File: config.mk
export PLATFORM = sky130hd
export DESIGN_NAME = glyph_texel_shade_and_blend
export DESIGN_NICKNAME = d
export VERILOG_FILES = /design/src/gtsb_pkg.sv /design/src/gtsb_shade.sv /design/src/gtsb_blend.sv /design/src/glyph_texel_shade_and_blend.sv
export SDC_FILE = /design/constraint.sdc
export NUM_CORES = 2
export LEC_CHECK = 0
export ABC_AREA = 1
export BUFFER_PORTS_ARGS = -buffer_cell sky130_fd_sc_hd__buf_2
export CAP_MARGIN = 25
export CELL_PAD_IN_SITES_DETAIL_PLACEMENT = 2
export CELL_PAD_IN_SITES_GLOBAL_PLACEMENT = 2
export CORE_UTILIZATION = 40
export CTS_CLUSTER_DIAMETER = 150
export DETAILED_ROUTE_END_ITERATION = 12
export PLACE_DENSITY = 0.91
export SLEW_MARGIN = 10
export SYNTH_ARGS = -nofsm -noshare
export SYNTH_HDL_FRONTEND = slang
export SYNTH_HIERARCHICAL = 1
export SYNTH_SLANG_ARGS = --single-unit
File: constraint.sdc
create_clock -name clk_i -period 19.8 [get_ports clk_i]
set_input_delay 0 -clock clk_i [delete_from_list [all_inputs] [get_ports clk_i]]
set_output_delay 0 -clock clk_i [all_outputs]
set_load 0.03 [all_outputs]
File: src/gtsb_pkg.sv
`default_nettype none

package gtsb_pkg;

  // byte arithmetic constants
  localparam logic [7:0] Full    = 8'd255;
  localparam logic [6:0] RndBias = 7'd127;

  typedef enum logic [1:0] {
    ModeFill   = 2'd0,
    ModeAlpha8 = 2'd1,
    ModeLcd    = 2'd2,
    ModeBgra   = 2'd3
  } mode_e;

  // input beat
  typedef struct packed {
    logic [1:0]  cmd;
    logic [31:0] draw_color;
    logic [31:0] atlas_texel;
    logic [31:0] dest_pixel;
  } in_beat_t;

  // output beat
  typedef struct packed {
    logic [7:0] out_blue;
    logic [7:0] out_green;
    logic [7:0] out_red;
    logic [7:0] out_alpha;
  } out_beat_t;

  // shaded premultiplied source, byte 0 blue .. byte 3 alpha
  typedef struct packed {
    mode_e           mode;
    logic [3:0][7:0] src;
    logic [3:0][7:0] dest;
  } shaded_t;

  // exact floor(x / 255) for x up to 2^17 - 512, covers every blend sum
  function automatic logic [8:0] div255(input logic [16:0] x);
    logic [17:0] t;
    logic [8:0]  q;
    logic [16:0] r;
    t = {1'b0, x} + {9'b0, x[16:8]};
    q = t[16:8];
    r = x - ({q, 8'b0} - {8'b0, q});
    if (r >= {9'b0, Full}) begin
      q = q + 9'd1;
    end
    return q;
  endfunction

  // (a * b + 127) / 255
  function automatic logic [7:0] mul8(input logic [7:0] a, input logic [7:0] b);
    logic [15:0] p;
    logic [16:0] s;
    logic [8:0]  q;
    p = a * b;
    s = {1'b0, p} + {10'b0, RndBias};
    q = div255(s);
    return q[7:0];
  endfunction

endpackage

`default_nettype wire

File: src/gtsb_shade.sv
`default_nettype none

module gtsb_shade (
  input  wire logic              clk_i,
  input  wire logic              rst_ni,
  input  wire logic              in_valid_i,
  input  wire gtsb_pkg::in_beat_t in_data_i,
  output logic                   in_stall_o,
  output logic                   sh_valid_o,
  output gtsb_pkg::shaded_t      sh_data_o,
  input  wire logic              sh_ready_i
);

  // first product stage
  typedef struct packed {
    gtsb_pkg::mode_e mode;
    logic [3:0][7:0] color;
    logic [3:0][7:0] texel;
    logic [3:0][7:0] dest;
    logic [2:0][7:0] prod;
    logic [7:0]      alpha;
  } prod_t;

  prod_t             s1_d, s1_q;
  logic              v1_q;
  gtsb_pkg::shaded_t s2_d, s2_q;
  logic              v2_q;
  logic              ready1, ready2;
  logic [7:0]        ca, tmax;
  logic [3:0][7:0]   tex_in;

  assign ready2     = !v2_q || sh_ready_i;
  assign ready1     = !v1_q || ready2;
  assign in_stall_o = !ready1;

  assign tex_in = in_data_i.atlas_texel;
  assign ca     = in_data_i.draw_color[31:24];

  // largest rgb coverage
  always_comb begin
    tmax = tex_in[0];
    if (tex_in[1] > tmax) begin
      tmax = tex_in[1];
    end
    if (tex_in[2] > tmax) begin
      tmax = tex_in[2];
    end
  end

  always_comb begin
    s1_d.mode  = gtsb_pkg::mode_e'(in_data_i.cmd);
    s1_d.color = in_data_i.draw_color;
    s1_d.texel = in_data_i.atlas_texel;
    s1_d.dest  = in_data_i.dest_pixel;
    for (int i = 0; i < 3; i++) begin
      if (s1_d.mode == gtsb_pkg::ModeLcd) begin
        s1_d.prod[i] = gtsb_pkg::mul8(s1_d.color[i], ca);
      end else begin
        s1_d.prod[i] = gtsb_pkg::mul8(tex_in[i], ca);
      end
    end
    if (s1_d.mode == gtsb_pkg::ModeLcd) begin
      s1_d.alpha = gtsb_pkg::mul8(ca, tmax);
    end else begin
      s1_d.alpha = gtsb_pkg::mul8(ca, tex_in[3]);
    end
  end

  always_comb begin
    s2_d.mode = s1_q.mode;
    s2_d.dest = s1_q.dest;
    s2_d.src  = s1_q.color;
    unique case (s1_q.mode)
      gtsb_pkg::ModeFill: begin
        s2_d.src = s1_q.color;
      end
      gtsb_pkg::ModeAlpha8: begin
        for (int i = 0; i < 3; i++) begin
          s2_d.src[i] = gtsb_pkg::mul8(s1_q.color[i], s1_q.alpha);
        end
        s2_d.src[3] = s1_q.alpha;
      end
      gtsb_pkg::ModeLcd: begin
        for (int i = 0; i < 3; i++) begin
          s2_d.src[i] = gtsb_pkg::mul8(s1_q.prod[i], s1_q.texel[i]);
        end
        s2_d.src[3] = s1_q.alpha;
      end
      gtsb_pkg::ModeBgra: begin
        for (int i = 0; i < 3; i++) begin
          s2_d.src[i] = s1_q.prod[i];
        end
        s2_d.src[3] = s1_q.alpha;
      end
      default: begin
        s2_d.src = s1_q.color;
      end
    endcase
  end

  always_ff @(posedge clk_i or negedge rst_ni) begin
    if (!rst_ni) begin
      v1_q <= 1'b0;
      v2_q <= 1'b0;
    end else begin
      if (ready1) begin
        v1_q <= in_valid_i;
      end
      if (ready2) begin
        v2_q <= v1_q;
      end
    end
  end

  always_ff @(posedge clk_i) begin
    if (in_valid_i && ready1) begin
      s1_q <= s1_d;
    end
    if (v1_q && ready2) begin
      s2_q <= s2_d;
    end
  end

  assign sh_valid_o = v2_q;
  assign sh_data_o  = s2_q;

  // a blocked product stage keeps its beat
  a_s1_hold: assert property (@(posedge clk_i) disable iff (!rst_ni)
    (v1_q && !ready2) |=> (v1_q && $stable(s1_q)))
    else $error("product stage lost its beat while blocked");

  // coverage-shaded colors never exceed their alpha
  a_src_le_alpha: assert property (@(posedge clk_i) disable iff (!rst_ni)
    (v2_q && (s2_q.mode == gtsb_pkg::ModeAlpha8 || s2_q.mode == gtsb_pkg::ModeLcd)) |->
    (s2_q.src[0] <= s2_q.src[3] && s2_q.src[1] <= s2_q.src[3] &&
     s2_q.src[2] <= s2_q.src[3]))
    else $error("shaded channel above shaded alpha");

endmodule

`default_nettype wire

File: src/gtsb_blend.sv
`default_nettype none

module gtsb_blend (
  input  wire logic               clk_i,
  input  wire logic               rst_ni,
  input  wire logic               sh_valid_i,
  input  wire gtsb_pkg::shaded_t  sh_data_i,
  output logic                    sh_ready_o,
  output logic                    out_valid_o,
  output gtsb_pkg::out_beat_t     out_data_o,
  input  wire logic               out_stall_i
);

  logic [3:0][16:0]    sum;
  logic [3:0][8:0]     quo;
  logic [3:0][7:0]     res;
  logic [7:0]          inv_a;
  gtsb_pkg::out_beat_t out_d, out_q;
  logic                v3_q;
  logic                load;

  assign sh_ready_o = !v3_q || !out_stall_i;
  assign load       = sh_valid_i && sh_ready_o;
  assign inv_a      = gtsb_pkg::Full - sh_data_i.src[3];

  // s*255 + d*(255-sa) + 127, divided and saturated
  always_comb begin
    for (int i = 0; i < 4; i++) begin
      sum[i] = 17'(sh_data_i.src[i]) * 17'(gtsb_pkg::Full)
             + 17'(sh_data_i.dest[i]) * 17'(inv_a)
             + 17'(gtsb_pkg::RndBias);
      quo[i] = gtsb_pkg::div255(sum[i]);
      res[i] = (quo[i] > {1'b0, gtsb_pkg::Full}) ? gtsb_pkg::Full : quo[i][7:0];
    end
    out_d.out_blue  = res[0];
    out_d.out_green = res[1];
    out_d.out_red   = res[2];
    out_d.out_alpha = res[3];
  end

  always_ff @(posedge clk_i or negedge rst_ni) begin
    if (!rst_ni) begin
      v3_q <= 1'b0;
    end else if (sh_ready_o) begin
      v3_q <= sh_valid_i;
    end
  end

  always_ff @(posedge clk_i) begin
    if (load) begin
      out_q <= out_d;
    end
  end

  assign out_valid_o = v3_q;
  assign out_data_o  = out_q;

  // opaque source replaces the destination
  a_opaque: assert property (@(posedge clk_i) disable iff (!rst_ni)
    (load && sh_data_i.src[3] == gtsb_pkg::Full) |=>
    (out_q.out_blue == $past(sh_data_i.src[0]) &&
     out_q.out_green == $past(sh_data_i.src[1]) &&
     out_q.out_red == $past(sh_data_i.src[2]) &&
     out_q.out_alpha == $past(sh_data_i.src[3])))
    else $error("opaque source did not replace destination");

  // fully transparent black leaves the destination
  a_clear: assert property (@(posedge clk_i) disable iff (!rst_ni)
    (load && sh_data_i.src == 32'd0) |=>
    (out_q.out_blue == $past(sh_data_i.dest[0]) &&
     out_q.out_green == $past(sh_data_i.dest[1]) &&
     out_q.out_red == $past(sh_data_i.dest[2]) &&
     out_q.out_alpha == $past(sh_data_i.dest[3])))
    else $error("transparent source changed destination");

endmodule

`default_nettype wire

File: src/glyph_texel_shade_and_blend.sv
// channel  direction  handshake                   payload
// in       input      in_valid_i / in_stall_o     gtsb_pkg::in_beat_t  (mode, color, texel, dest)
// out      output     out_valid_o / out_stall_i   gtsb_pkg::out_beat_t (blended bgra)
//
// one beat per clock sustained while out_stall_i is low; each beat passes through the
// product stage, the coverage stage and the blend/output register
// each stage has its own valid bit and loads when empty or draining, so
// bubbles close up under a stall and stall_o is low while any stage can move
// reset clears only the valid bits; the data registers are not reset
`default_nettype none

module glyph_texel_shade_and_blend (
  input  wire logic                clk_i,
  input  wire logic                rst_ni,
  input  wire logic                in_valid_i,
  input  wire gtsb_pkg::in_beat_t  in_data_i,
  output logic                     in_stall_o,
  output logic                     out_valid_o,
  output gtsb_pkg::out_beat_t      out_data_o,
  input  wire logic                out_stall_i
);

  // shaded source between the shader and the blender
  logic              sh_valid;
  logic              sh_ready;
  gtsb_pkg::shaded_t sh_data;

  // stages one and two: mode-dependent premultiply
  gtsb_shade u_shade (
    .clk_i      (clk_i),
    .rst_ni     (rst_ni),
    .in_valid_i (in_valid_i),
    .in_data_i  (in_data_i),
    .in_stall_o (in_stall_o),
    .sh_valid_o (sh_valid),
    .sh_data_o  (sh_data),
    .sh_ready_i (sh_ready)
  );

  // stage three: source-over with saturation, output register
  gtsb_blend u_blend (
    .clk_i       (clk_i),
    .rst_ni      (rst_ni),
    .sh_valid_i  (sh_valid),
    .sh_data_i   (sh_data),
    .sh_ready_o  (sh_ready),
    .out_valid_o (out_valid_o),
    .out_data_o  (out_data_o),
    .out_stall_i (out_stall_i)
  );

  // an idle pipeline never pushes back on the input
  a_no_false_stall: assert property (@(posedge clk_i) disable iff (!rst_ni)
    (!out_valid_o && !sh_valid) |-> !in_stall_o)
    else $error("input stalled while downstream empty");

endmodule

`default_nettype wire

# After elaboration in Yosys (flattened, before gate mapping)
# Index checks and enable logic that the tools add are counted.
dict set report op_classes {
  muxes 25
  eq_ne 4
  n_addsub 95
  order_cmp 24
  reduce_logical 12
  multipliers 22
}
# op count
set ops {}
lappend ops {{adder 17 x 9 -> 17 bit} 18}
lappend ops {{>= comparator 17 x 8 -> 1 bit, second input constant} 18}
lappend ops {{subtractor 17 bit} 18}
lappend ops {{subtractor 17 x 9 -> 17 bit} 18}
lappend ops {{multiplier 8 x 8 -> 16 bit} 18}
lappend ops {{adder 16 x 7 -> 17 bit, second input constant} 14}
lappend ops {{2-to-1 mux 8 bit} 20}
lappend ops {{one-hot mux 32 bit (4 select lines)} 1}
lappend ops {{adder 8 x 1 -> 8 bit, second input constant} 14}
lappend ops {{adder 16 x 16 -> 17 bit} 4}
lappend ops {{adder 17 x 7 -> 17 bit, second input constant} 4}
lappend ops {{multiplier 8 x 8 -> 16 bit, second input constant} 4}
lappend ops {{adder 9 x 1 -> 9 bit, second input constant} 4}
lappend ops {{> comparator 9 x 8 -> 1 bit, second input constant} 4}
lappend ops {{2-to-1 mux 9 bit} 4}
lappend ops {{> comparator 8 bit} 2}
lappend ops {{subtractor 8 bit, first input constant} 1}
lappend ops {{== test 2 bit, second input constant} 3}
lappend ops {{logical NOT 1 bit} 5}
lappend ops {{logical AND 1 bit} 3}
lappend ops {{logical OR 1 bit} 3}
lappend ops {{== test 2 x 1 -> 1 bit, second input constant} 1}
lappend ops {{logical NOT 2 bit} 1}
dict set report totals {
  output_inout_bits 34
  regBits 221
  inputBits 102
}

# Depth between registers and ports, before layout
dict set report depth {
  ltp_word 12
  depth_mapped 83
  depth_no_buf 80
}

# Modules after synthesis
# The synthesis kept the hierarchy.
# mod area_each_um2 cells_each n_inst
set by_module_without_submodules {}
lappend by_module_without_submodules {gtsb_shade 63876.3 8969 1}
lappend by_module_without_submodules {gtsb_blend 24624.9 3206 1}

# Least setup slack after synthesis
# No wires, ideal clock.
dict set report synth_path {
  path_kind {input to register}
  startpoint {input in_data_i[39] in the netlist's numbering}
  endpoint {register u_shade/s1_q[7] in the netlist's numbering, data pin}
  path_slack_ps 9653
  n_path_buf 3
  required_ps 19546
  t_arrival_ps 9893
  cell_stages 66
  path_cell_list {clkbuf_1 inv_1 ha_1 a21o_1 nor2_1 nand2_1 nand2_1 clkbuf_1 o21ai_0 ha_1 nand2_1 inv_1 nor2_1 o21a_1 nand2_1 nand2_1 buf_1 o21ai_0 (+30 left out) inv_1 ha_1 inv_1 ha_1 nand2_1 o21ai_0 nand2_1 nand3_1 a21oi_1 o21ai_0 xor2_1 nand3_1 a21oi_1 nor2_1 nand3_1 nand2_1 nand3_1 nand2_1}
}
# item line
set synth_rtl {}
lappend synth_rtl {{start, declared} glyph_texel_shade_and_blend.sv:16} ;# input wire gtsb_pkg::in_beat_t in_data_i,
lappend synth_rtl {{end signal, assigned} gtsb_shade.sv:117} ;# s1_q <= s1_d;
lappend synth_rtl {{end, declared} gtsb_shade.sv:24} ;# prod_t s1_d, s1_q;

# Worst setup path after layout
dict set report layout_path {
  startpoint {register u_shade.s2_q (netlist bit u_shade/sh_data_o[60])}
  endpoint {register u_blend.out_q (netlist bit u_blend/out_data_o[5]), data pin}
}
dict set report layout_between {
  elab_chain_len 10
  word_cells_on_any_way 12
  classes_between {add/sub (7); mul (2); order compare (2); mux (1)}
}
# item line
set layout_rtl {}
lappend layout_rtl {{start, declared} gtsb_shade.sv:26} ;# gtsb_pkg::shaded_t s2_d, s2_q;
lappend layout_rtl {{start signal, assigned} gtsb_shade.sv:120} ;# s2_q <= s2_d;
lappend layout_rtl {{subtractor 8 bit} gtsb_blend.sv:24} ;# assign inv_a = gtsb_pkg::Full - sh_data_i.src[3];
lappend layout_rtl {{multiplier 8 x 8 -> 16 bit} gtsb_blend.sv:30} ;# + 17'(sh_data_i.dest[i]) * 17'(inv_a)
lappend layout_rtl {{adder 16 x 16 -> 17 bit *} gtsb_blend.sv:30}
lappend layout_rtl {{adder 17 x 7 -> 17 bit *} gtsb_blend.sv:31} ;# + 17'(gtsb_pkg::RndBias);
lappend layout_rtl {{adder 17 x 9 -> 17 bit} gtsb_pkg.sv:44} ;# t = {1'b0, x} + {9'b0, x[16:8]};
lappend layout_rtl {{subtractor 17 x 9 -> 17 bit} gtsb_pkg.sv:46} ;# r = x - ({q, 8'b0} - {8'b0, q});
lappend layout_rtl {{subtractor 17 bit} gtsb_pkg.sv:46}
lappend layout_rtl {{>= comparator 17 x 8 -> 1 bit} gtsb_pkg.sv:47} ;# if (r >= {9'b0, Full}) begin
lappend layout_rtl {{2-to-1 mux 9 bit *} gtsb_pkg.sv:47}
lappend layout_rtl {{> comparator 9 x 8 -> 1 bit} gtsb_blend.sv:33} ;# res[i] = (quo[i] > {1'b0, gtsb_pkg::Full}) ? gtsb_pkg::Full : quo[i][7:0];
lappend layout_rtl {{end signal, assigned} gtsb_blend.sv:51} ;# out_q <= out_d;
lappend layout_rtl {{end, declared} gtsb_blend.sv:18} ;# gtsb_pkg::out_beat_t out_d, out_q;
# Every way passes the cells marked *; elsewhere a longest branch is shown, timed or not.
# A chain may end at the register's enable or synchronous reset.

==> metrics.log <==
INFO  metric result_of_the_run = finished, violations left
INFO  metric violations_in_the_final_reports = hold timing
INFO  metric cts_resized = 0
INFO  metric grt_first_pass_wirelength = 729600 um
INFO  metric first_global_vias = 108400
INFO  metric floorplan.initialDensity = 40.25%
INFO  metric synthesis.nets = ~15000
INFO  metric most_repeated_library_cell_on_the_critical_path = fa_1
INFO  metric ys_warn_count = 6
INFO  metric multi_input_comb_area = approximately 70000 sq um
INFO  metric netlist_area = between 80000 and 90000 sq um
INFO  metric hold_class = primary input to flip-flop
INFO  metric total_global_routing_track_utilization = between 40% and 50%
INFO  metric worst_clock_skew = roughly 0.11 ns
INFO  metric register_area = around 6600 sq um
INFO  metric cp_max_fo = 26
INFO  metric path_delay_family = adder cells
INFO  metric cts_tree = yes
INFO  metric setup.worst_path.start_class = flip-flop
INFO  metric gp_congestion = a little over 0.9
INFO  metric worst-setup-path-type = flip-flop to flip-flop
INFO  metric routed-via-count = approximately 93000
INFO  metric final_hold_viol_count = 2
INFO  metric dp_hpwl = around 350000 um
INFO  metric worstSetupEndpointType = flip-flop
INFO  metric setup_repair_after_global_routing_missed_its_margin = false
INFO  metric cts_hold_repair.buffers = 89
INFO  metric h-tree-depth = 2
INFO  metric clock_tree.buffer_depth = 3
INFO  metric crit_slowest_cell = fa_1
INFO  metric io_pins = 136
INFO  metric drt_pre_antenna_iters = 9
INFO  metric route.detailed.drc = 0
INFO  metric antenna_violating_nets_post_route = 0
INFO  metric cts_post_setup_buffers_inserted = 0
INFO  metric drt_iter0_markers = about 8300
INFO  metric cts_made_buffers = 38
INFO  metric average_routed_wire_per_standard_cell = roughly 32 um
INFO  metric grt-ovfl-total = 0
INFO  metric slew_viol_final = 0
INFO  metric clk-insertion-delay-late = about 0.75 ns
INFO  metric syn_avg_cell_area = 7.265 sq um
INFO  metric max-cap-violations = 0
INFO  metric fin_crit_sh = between 80% and 90%
INFO  metric finalCriticalPeriod = 17.73 ns
INFO  metric max_stage_delay = 1.34 ns
INFO  metric syn-instance-count = around 12000
INFO  metric finalSetupTns = 0 ns
INFO  metric syn_to_final_growth = 6.778%
INFO  metric fill_cells = around 26000
INFO  metric worst-endpoint-required = slightly above 20 ns
INFO  metric antenna_found_initial = roughly 80
INFO  metric fraction_of_final_layout_cells_with_drive_strength_greater_than_1 = 4.068%
INFO  metric post_cts_clock_slew_at_the_launch_and_capture_registers_of_the_worst_setup_and_hold_paths = approximately 0.08 ns
INFO  metric grt_max_degree = 66
INFO  metric chipHeight = between 400 and 500 um
INFO  metric wl = slightly below 500000 um
INFO  metric placement_rows = between 150 and 200
INFO  metric design.die.area = 223000 sq um
INFO  metric clock_sink_count = approximately 220
INFO  metric fin_util = a little over two fifths
INFO  metric drt-vias-per-instance = roughly 6.1
INFO  metric cts-root-buf = clkbuf_16
INFO  metric worst_pin_slew = 1.125 ns
INFO  metric coreArea = between 200000 and 250000 sq um
INFO  metric slew_headroom = about a quarter
INFO  metric worst-endpoint-arrival = about 18 ns
INFO  metric placement.io_buffers = 135
INFO  metric finish.net_count = around 15000
INFO  metric fin_worst_hold_slack = -0.005972 ns
INFO  metric chipWidth = between 400 and 500 um
INFO  metric critical_path_buf_inv_count = 7
INFO  metric final-setup-viol-count = 0
INFO  metric max_freq = roughly 56 MHz
-- cell type report --
class	instances	share of cell area, %
clock inverters	23	0.2690
multi-input cells	8799	74.04
repair buffers	266	2.121
clock buffers	44	1.031
flip-flops and latches	221	7.011
diodes	45	0.1192
well taps	2958	3.919
inverters	2888	11.48
-- per-stage QoR --
| step | cells | hold slack (ns) | cell area (sq um) | setup slack, ns |
|---|---|---|---|---|
| 2_1_floorplan | 12170 | -0.2956 | 88440 | 9.653 |
| 3_3_place_gp | 15030 | -0.2034 | 92000 | 7.845 |
| 3_5_place_dp | 15030 | -0.1961 | 92020 | 6.693 |
| 4_1_cts | 15190 | 0.0004731 | 94140 | 6.474 |
| 5_1_grt | 15220 | 0.002833 | 94370 | 2.570 |
| 6_report | 15240 | -0.005972 | 94440 | 2.066 |
-- cells in the final DEF, fill, tap and decap left out, types with 31 or more instances in the layout --
| master | instances |
|---|---|
| o21ai_1 | 32 |
| a21oi_1 | 536 |
| a31oi_1 | 31 |
| inv_1 | 2866 |
| ha_1 | 1468 |
| diode_2 | 45 |
| o21bai_1 | 46 |
| nand4_1 | 188 |
| xnor2_1 | 122 |
| dlygate4sd3_1 | 89 |
| nand2_1 | 2874 |
| edfxtp_1 | 218 |
| clkbuf_16 | 39 |
| a21o_1 | 51 |
| o21ai_0 | 199 |
| buf_2 | 134 |
| or2_2 | 31 |
| nand3_1 | 602 |
| fa_1 | 1010 |
| buf_4 | 34 |
| xor2_1 | 397 |
| nor3_1 | 127 |
| nand3b_1 | 34 |
| nand2_2 | 57 |
| nor2_1 | 674 |
-- worst paths after layout --
check                      cells past startpoint  slack (ns)                    end                   from
max                                           42        2.07  u_blend/out_data_o[5]  u_shade/sh_data_o[60]
min                                            2      -0.006       u_shade/s1_q[40]           in_data_i[8]
max reg2reg                                   42        2.07  u_blend/out_data_o[5]  u_shade/sh_data_o[60]
min reg2reg                                    0        0.43  u_shade/sh_data_o[22]       u_shade/s1_q[54]
max in group asynchronous                      3       19.36    u_blend/out_valid_o                 rst_ni
min in group asynchronous                      3        0.22           u_shade/v1_q                 rst_ni
-- metal layers --
layer / wire (um) / GRT usage, %
met1: 158500 / 41.78
met2: 230300 / 72.38
met3: 48170 / 19.79
met4: 51940 / 37.89
met5: 2451 / 7.073
-- flip-flops by register name, summed over array words and instances (netlist names) --
signal               count
u_shade/sh_data_o       64
u_blend/out_data_o      32
u_shade/s1_q           122
u_shade/sh_valid_o       1
u_shade/v1_q             1
u_blend/out_valid_o      1
Power is not shown: default switching activity piles up to over one toggle a cycle in this logic, so the estimate is an artifact.
